File: config.mk
export PLATFORM = sky130hd
export DESIGN_NAME = mlzbd_ctrl
export DESIGN_NICKNAME = d
export VERILOG_FILES = /design/src/design/mlzbd_pkg.sv /design/src/design/mlzbd_ctrl.sv
export SDC_FILE = /design/constraint.sdc
export NUM_CORES = 1
export LEC_CHECK = 0
export ABC_CLOCK_PERIOD_IN_PS = 3950
export BUFFER_PORTS_ARGS = -buffer_cell sky130_fd_sc_hd__buf_4
export CORE_AREA = 10 10 47 49
export DETAILED_ROUTE_END_ITERATION = 6
export DIE_AREA = 0 0 57 59
export GPL_TIMING_DRIVEN = 1
export PLACE_DENSITY = 0.64
export RECOVER_POWER = 100
export SLEW_MARGIN = 15
export SYNTH_ARGS = -nofsm -noshare
export SYNTH_HDL_FRONTEND = slang
export SYNTH_SLANG_ARGS = --single-unit
File: constraint.sdc
create_clock -name i_clk -period 3.95 [get_ports i_clk]
set_input_delay 0.395 -clock i_clk [delete_from_list [all_inputs] [get_ports i_clk]]
set_output_delay 0.395 -clock i_clk [all_outputs]
set_load 0.01 [all_outputs]
File: src/design/mlzbd_pkg.sv
// ----------------------------------------------------------------------------
// mlzbd_pkg
// Shared types and constants for the marker LZ backward decompressor.
// ----------------------------------------------------------------------------
package mlzbd_pkg;

    localparam logic [15:0] C_MAX_OUTPUT = 16'hC000;
    localparam logic [5:0]  C_MIN_MATCH  = 6'd3;

    typedef enum logic [2:0] {
        S_TOKEN,
        S_LEN,
        S_DIST,
        S_COPY,
        S_HALT
    } t_state;

    typedef struct packed {
        logic lit_push;
        logic lit_sel_marker;
        logic lit_done;
        logic hold_len;
        logic copy_start;
        logic copy_from_len;
        logic copy_fin;
        logic copy_issue;
        logic err_push;
    } t_dp_cmd;

    typedef struct packed {
        logic is_marker;
        logic is_zero;
        logic bad_now;
        logic bad_held;
        logic hits_max;
        logic last_issue;
        logic copy_done;
        logic space;
        logic inflight;
    } t_dp_stat;

    typedef struct packed {
        logic [7:0] data;
        logic       last;
        logic       done;
        logic       status;
    } t_out_item;

endpackage

File: src/design/mlzbd_ctrl.sv
// ----------------------------------------------------------------------------
// mlzbd_ctrl
// Token parser and copy sequencer for the marker LZ backward decompressor.
// ----------------------------------------------------------------------------
module mlzbd_ctrl
    import mlzbd_pkg::*;
(
    input  logic     i_clk,
    input  logic     i_rst_n,
    input  logic     i_s_axis_tvalid,
    input  logic     i_s_axis_tlast,
    output logic     o_s_axis_tready,
    input  t_dp_stat i_stat,
    output t_dp_cmd  o_cmd
);

    t_state r_state;
    t_state n_state;
    logic   ready;
    logic   acc;
    logic   lit_done;

    always_ff @(posedge i_clk) begin
        if (!i_rst_n) begin
            r_state <= S_TOKEN;
        end else begin
            r_state <= n_state;
        end
    end

    always_comb begin
        n_state  = r_state;
        o_cmd    = '0;
        ready    = 1'b0;
        lit_done = i_s_axis_tlast || i_stat.hits_max;
        unique case (r_state)
            S_TOKEN, S_LEN, S_DIST: ready = i_stat.space && !i_stat.inflight;
            S_HALT:                 ready = 1'b1;
            S_COPY:                 ready = 1'b0;
            default:                ready = 1'b0;
        endcase
        acc = i_s_axis_tvalid && ready;

        unique case (r_state)
            S_TOKEN: begin
                if (acc) begin
                    if (!i_stat.is_marker || i_s_axis_tlast) begin
                        o_cmd.lit_push = 1'b1;
                        o_cmd.lit_done = lit_done;
                        n_state        = lit_done ? S_HALT : S_TOKEN;
                    end else begin
                        n_state = S_LEN;
                    end
                end
            end
            S_LEN: begin
                if (acc) begin
                    if (i_stat.is_zero) begin
                        o_cmd.lit_push       = 1'b1;
                        o_cmd.lit_sel_marker = 1'b1;
                        o_cmd.lit_done       = lit_done;
                        n_state              = lit_done ? S_HALT : S_TOKEN;
                    end else if (i_s_axis_tlast) begin
                        if (i_stat.bad_now) begin
                            o_cmd.err_push = 1'b1;
                            n_state        = S_HALT;
                        end else begin
                            o_cmd.copy_start    = 1'b1;
                            o_cmd.copy_from_len = 1'b1;
                            o_cmd.copy_fin      = 1'b1;
                            n_state             = S_COPY;
                        end
                    end else begin
                        o_cmd.hold_len = 1'b1;
                        n_state        = S_DIST;
                    end
                end
            end
            S_DIST: begin
                if (acc) begin
                    if (i_stat.bad_held) begin
                        o_cmd.err_push = 1'b1;
                        n_state        = S_HALT;
                    end else begin
                        o_cmd.copy_start = 1'b1;
                        o_cmd.copy_fin   = i_s_axis_tlast;
                        n_state          = S_COPY;
                    end
                end
            end
            S_COPY: begin
                if (i_stat.space) begin
                    o_cmd.copy_issue = 1'b1;
                    if (i_stat.last_issue) begin
                        n_state = i_stat.copy_done ? S_HALT : S_TOKEN;
                    end
                end
            end
            S_HALT: begin
                n_state = S_HALT;
            end
            default: begin
                n_state = S_TOKEN;
            end
        endcase
    end

    assign o_s_axis_tready = ready;

endmodule

-- Word level (Yosys, flattened, before mapping)
Cells that the tools add are included.
- register bits after elaboration: 3
- input bits: 13
- output and inout port bits: 10
- eq/ne operators: 9
- muxes and demuxes: 44
- reductions and logical operators: 9
- operators with widths (operator ; count):
    $mux 3 ; 15
    $mux 1 ; 20
    $pmux 3 s5 ; 1
    $pmux 1 s2 ; 6
    $ne 2x2->1 const B ; 5
    $mux 7 ; 1
    $eq 3x2->1 const B ; 2
    $reduce_and 5->1 ; 1
    $mux 4 ; 1
    $eq 3x1->1 const B ; 1
    $eq 3x3->1 const B ; 1
    $logic_not 3->1 ; 1
    $reduce_or 3->1 ; 1
    $logic_and 1x1->1 ; 2
    $logic_not 1->1 ; 2
    $logic_or 1x1->1 ; 2

-- Depth between registers and ports, before layout
Gate-level depths: netlist (run 1).
- word-level depth: 6
- gate-level depth with buffers: 5

-- Worst setup path before layout (run 1)
OpenSTA, ideal clock, no wires.
- kind: input to output
- start: in i_stat[0] (netlist name)
- end: out o_cmd[8] (netlist name)
- arrival: 1.400 ns
- data required time: 3.555 ns
- slack: 2.155 ns
- stages: 4
- buffers on the path: 0
- path through: and2b_1 > a32oi_2 > or4_4 > a21oi_2
- RTL lines (item ; line ; text):
    start, declared ; mlzbd_ctrl.sv:13 ; input t_dp_stat i_stat,
    end, declared ; mlzbd_ctrl.sv:14 ; output t_dp_cmd o_cmd

==> results of run 1 <==
-- routing by layer --
layer  routed length [um]  track usage (%)  share of wire [%]
met1                  576             8.78                 43
met2                  712             12.6                 53
met3                   46             1.07                3.4
met4                    0             4.03                  0
met5                    0                0                  0
-- cell type report --
type	count	area (um2)
Fill cell	165	818
Multi-Input combinational cell	53	327
Timing Repair Buffer	22	139
Sequential cell	3	60.1
Clock buffer	4	26.3
Tap cell	16	20.0
Inverter	3	11.3
-- logic make-up (layout without fill, tap and decap cells) --
family                 Yosys count  in the layout  synth area share [%]
AOI/OAI and AO/OA               15             15                  29.9
buffers and inverters            6             29                  6.11
DFF                              3              3                  14.0
muxes                            1              1                  2.33
and+or+nand+nor                 37             37                  47.7
-- cell usage in the layout, fill, tap and decap left out, types with 3 or more instances in the layout --
cell / Yosys / layout
nor2_1: 9 / 9
clkbuf_4: 0 / 3
clkbuf_1: 2 / 8
nand2b_1: 3 / 3
dfxtp_1: 3 / 3
buf_4: 1 / 15
nand3b_1: 3 / 3
nand2_1: 8 / 8
-- critical path, stage by stage, from the launching register on --
cell	delay, ns
dfxtp_1	0.56
and2_1	0.20
a32oi_1	0.13
or4_1	0.58
nor2_2	0.12
clkbuf_1	0.16
-- power breakdown --
part | internal [mW] | switching (mW) | total [mW]
Sequential | 0.0328 | 0.00793 | 0.0407
Combinational | 0.0222 | 0.0216 | 0.0438
Clock | 0.0378 | 0.0146 | 0.0524
-- worst paths after layout --
kind	startpoint	end	slack [ns]	cells past startpoint
worst max-delay path	r_state[2]	o_cmd[6]	1.58	5
worst min-delay path	i_rst_n	r_state[0]	0.44	2
worst max register to register	r_state[0]	r_state[0]	2.47	4
worst min register to register	r_state[2]	r_state[2]	0.75	1
-- per-stage QoR --
| stage | instances | instance area, um2 | setup slack [ns] |
|---|---|---|---|
| finish | 101 | 583 | 1.58 |
| global placement | 97 | 601 | 1.92 |
| global route | 101 | 583 | 1.47 |
| detailed placement | 97 | 601 | 1.90 |
| CTS | 101 | 627 | 1.65 |
| floorplan | 62 | 430 | 2.16 |
==> run metrics, run 1 <==
Final min period 2.37 ns; H-tree levels 1; via count 531; Slew Limit Headroom 67.6%; post-DP HPWL 1100 um; TritonCTS Buffers 3; cts repair resizes 0; most frequent cells after synthesis 9 x nor2_1, 8 x nand2_1; status complete, no violations; First DRT Iteration DRCs 16; WS Path Type reg -> out; Worst Hold Class in -> reg; crit path capture type primary output; layout cell share with drive strength beyond 1 24.7%; hold buffer count at CTS 0; antenna diode count 0; area of the die 0.00336 mm2; Req. time, crit path 3.56 ns; Max Fclk 422 MHz; initial antenna violation count 0; Post-Route Skew 0.000646 ns; ANT nets after route 0; crit share post-route 60.0%; Critical Path AT 1.97 ns; worst ir drop on vdd 106 uV; P per Cell Area 235 mW/mm2; RD Place Congestion 0.783; Leak 0.251 nW; Congestion Overflow GR 0; Top FF cell, synth dfxtp_1; worst slew pin tran 0.485 ns; final hold violation count 0; P&R area growth vs syn 35.5%; Max Cap Violations 0; Synth area leaders dfxtp_1 14%, nor2_1 7.8%, nand2_1 7.0%; Post-CTS Setup Inserts 0; IO Pins 23; vias in the first global route 521; DRC 0; max FFs per register 3; critical-path maximum fanout 15; clock-pin slew on the worst setup and hold paths 0.04 ns; Clock Tree Buf Depth 2; post-synth cell types 32; count leader, synth nor2_1; Num Clock Sinks 3; Seq/Total Area, Yosys 14.0%; die height 59 um; GRT Total Usage 7.43%; Final Util 41.6%; cell taking the most area after synthesis dfxtp_1; I/O Buffers 22; largest net degree at the start of global routing 17; Die X-Extent 57 um; CTS tree yes; Mapped Cells 62; final setup fails 0; first-pass GRT wire length 2150 um; # rows 14; Post-Route Hold Slack 0.438 ns; max-slew violation count 0; asr flop ratio synth 0%; syn avg cell area 6.94 um2; drt first pass iters 4; final wirelength 1340 um; Syn Std Cell Area 430 um2; vias per cell 5.26; Biggest register r_state; Avg WL per Cell 13.2 um; RSZ-0062 raised after global routing no; # nets final 99; core area 0.00140 mm2; post-synthesis register bit count 3; effective utilization at floorplan 30.7%; Largest regs r_state (3); setup_tns 0 ns; Root Driver clkbuf_4; Post-synth EDFFs 0; crit path launch type flip-flop; Syn. warnings 0; top cell type's share of synthesized area 14.0%; Mapped Nets 75; clock latency on the worst-skew pair 0.23 ns; Power Total 0.137 mW
Power figures use the tool's default switching activity.
==> inputs of run 2 (changes only) <==
--- a/config.mk
+++ b/config.mk
@@ -5,13 +5,14 @@
 export SDC_FILE = /design/constraint.sdc
 export NUM_CORES = 1
 export LEC_CHECK = 0
-export ABC_CLOCK_PERIOD_IN_PS = 3950
+export ABC_AREA = 1
+export ABC_CLOCK_PERIOD_IN_PS = 2310
 export BUFFER_PORTS_ARGS = -buffer_cell sky130_fd_sc_hd__buf_4
 export CORE_AREA = 10 10 47 49
 export DETAILED_ROUTE_END_ITERATION = 6
 export DIE_AREA = 0 0 57 59
 export GPL_TIMING_DRIVEN = 1
-export PLACE_DENSITY = 0.64
+export PLACE_DENSITY = 0.66
 export RECOVER_POWER = 100
 export SLEW_MARGIN = 15
 export SYNTH_ARGS = -nofsm -noshare
==> constraint.sdc (replaced) <==
create_clock -name i_clk -period 2.31 [get_ports i_clk]
set_input_delay 0.231 -clock i_clk [delete_from_list [all_inputs] [get_ports i_clk]]
set_output_delay 0.231 -clock i_clk [all_outputs]
set_load 0.01 [all_outputs]
==> run 2 against run 1 <==
  * Sequential share of layout area decreased by 0.58 points
  * Flip-flop and latch count unchanged
  * Clock power increased by 74%
  * Sequential power increased by 90%
  * Routed wire length decreased by 2.4%
  * Area after synthesis increased by 7.6%
  * Die area unchanged
  * Utilization increased by 2.5 points
  * Critical endpoint is now o_cmd[8]
  * Largest power group is now combinational logic
==> run metrics, run 2 <==
antenna diode count 0; setup_tns 0 ns; clock-pin slew on the worst setup and hold paths 0.04 ns; First DRT Iteration DRCs 9; Max Fclk 537 MHz; count leader, synth nand2_1; CTS tree yes; clock latency on the worst-skew pair 0.23 ns; IO Pins 23; WS Path Type reg -> out; Final min period 1.86 ns; Post-CTS Setup Inserts 0; Top FF cell, synth dfxtp_1; crit path capture type primary output; Max Cap Violations 0; Slew Limit Headroom 75.6%; final setup fails 0; RSZ-0062 raised after global routing no; Syn. warnings 0; syn avg cell area 6.01 um2; Synth area leaders dfxtp_1 13%, nand2_1 11%, inv_1 8.9%; post-synthesis register bit count 3; top cell type's share of synthesized area 13.0%; Worst Hold Depth 3; max-slew violation count 0; post-DP HPWL 1140 um; most frequent cells in the layout 18 x buf_4, 16 x nand2_1, 11 x inv_1, 11 x nor2_1, 9 x nand3_1; Post-Route Skew 0.00116 ns; worst ir drop on vdd 229 uV; Hold Startpoint i_rst_n; Finished Layout Cells 118; area of the die 0.00336 mm2; Worst Hold Class in -> reg; most frequent cells after synthesis 14 x nand2_1, 11 x inv_1, 11 x nor2_1; Avg WL per Cell 11.0 um; I/O Buffers 22; Final Util 44.1%; drt first pass iters 4; Req. time, crit path 2.08 ns; final wirelength 1300 um; largest net degree at the start of global routing 9; Root Driver clkbuf_4; P&R area growth vs syn 33.5%; CP Cell Sequence inv_1 -> nand3_1 -> a21oi_1 -> nand2_2 -> o21ai_0 -> buf_4; reg2reg start r_state[1]; Setup WS pre-CTS 0.858 ns; Syn Std Cell Area 463 um2; vias per cell 4.74; Placed Cells incl. Taps 114; RD Place Congestion 0.772; Clock Tree Buf Depth 2; crit path launch type flip-flop; Post-Route Hold Slack 0.257 ns; effective utilization at floorplan 33.0%; GRT Total Usage 7.26%; P per Cell Area 523 mW/mm2; first-pass GRT wire length 2090 um; Mapped Nets 90; final hold violation count 0; Crit path largest cell delay 0.39 ns; cts repair resizes 0; slowest CP cell dfxtp_1; Hold EP r_state[0]; Num Clock Sinks 3; FF-to-FF End r_state[0]; Mapped Cells 77; hold buffer count at CTS 0; die height 59 um; multi-input logic area 310 um2; via count 559; layout cell share with drive strength beyond 1 32.4%; initial antenna violation count 0; Fill cells 163; TritonCTS Buffers 3; Congestion Overflow GR 0; Post-synth EDFFs 0; Seq/Total Area, Yosys 13.0%; vias in the first global route 527; Biggest register r_state; setup ws final 0.448 ns; DRC 0; R2R setup slack 0.95 ns; max FFs per register 3; Largest regs r_state (3); register area 60.1 um2; crit share post-route 80.6%; core area 0.00140 mm2; ANT nets after route 0; worst slew pin tran 0.364 ns; critical-path maximum fanout 8; post-synth cell types 24; cell taking the most area after synthesis dfxtp_1; # rows 14; most common cell after layout, fill and taps aside buf_4; Leak 0.305 nW; H-tree levels 1; status complete, no violations; Critical Path AT 1.63 ns; # nets final 116; Die X-Extent 57 um; asr flop ratio synth 0%; R2R cell count 7
-- run 2: cell types whose count changed after synthesis, sizes merged, moves of 3 or more --
cell and change:
nand2 +11, nand2b -3, inv +10, nand3b -3
nand4 +4, nor2 +4, nand3 +9, and2 -3
-- run 2: cells by family after synthesis --
family	synth area share [%]
AOI/OAI and AO/OA	15.9
buffers and inverters	13.5
DFF	13.0
and+or+nand+nor	57.6
-- run 2: worst max-delay path: cells and delay by family (launching register included) --
family,cells,cell delay [ns]
buffers and inverters,2,0.29
and+or+nand+nor,2,0.22
DFF,1,0.39
AOI/OAI and AO/OA,2,0.49
-- run 2: cell type report --
class                           instances  share of cell area, %
Sequential cell                         3                   9.72
Inverter                               13                   8.30
Multi-Input combinational cell         60                   50.2
Timing Repair Buffer                   22                   24.3
Clock buffer                            4                   4.25
Tap cell                               16                   3.24
-- run 2: worst max path at each step --
| stage | end | startpoint | slack [ns] |
|---|---|---|---|
| floorplan | o_cmd[2] | r_state[1] | 0.91 |
| global placement | o_cmd[2] | r_state[2] | 0.88 |
| detailed placement | o_cmd[6] | r_state[1] | 0.86 |
| CTS | o_cmd[6] | r_state[1] | 0.60 |
| global route | o_cmd[6] | r_state[1] | 0.26 |
| finish | o_cmd[8] | r_state[1] | 0.45 |
-- run 2: power by group --
group	internal [mW]	switching, mW
clock	0.0647	0.0264
sequential	0.0606	0.0166
combinational	0.0641	0.0910
total	0.189	0.134
-- run 2: metrics by stage --
step           total power, mW  area (um2)
2_1_floorplan            0.198         463
3_3_place_gp             0.245         637
3_5_place_dp             0.247         637
4_1_cts                  0.339         663
5_1_grt                  0.356         618
6_report                 0.323         618
-- run 2: routing by layer --
metal,up-vias,share of wire (%),global-route usage (%)
met1,231,45,8.42
li1,305,-,-
met2,21,45,11.9
met5,-,0,0
met3,2,8.5,2.36
met4,0,1.3,3.02
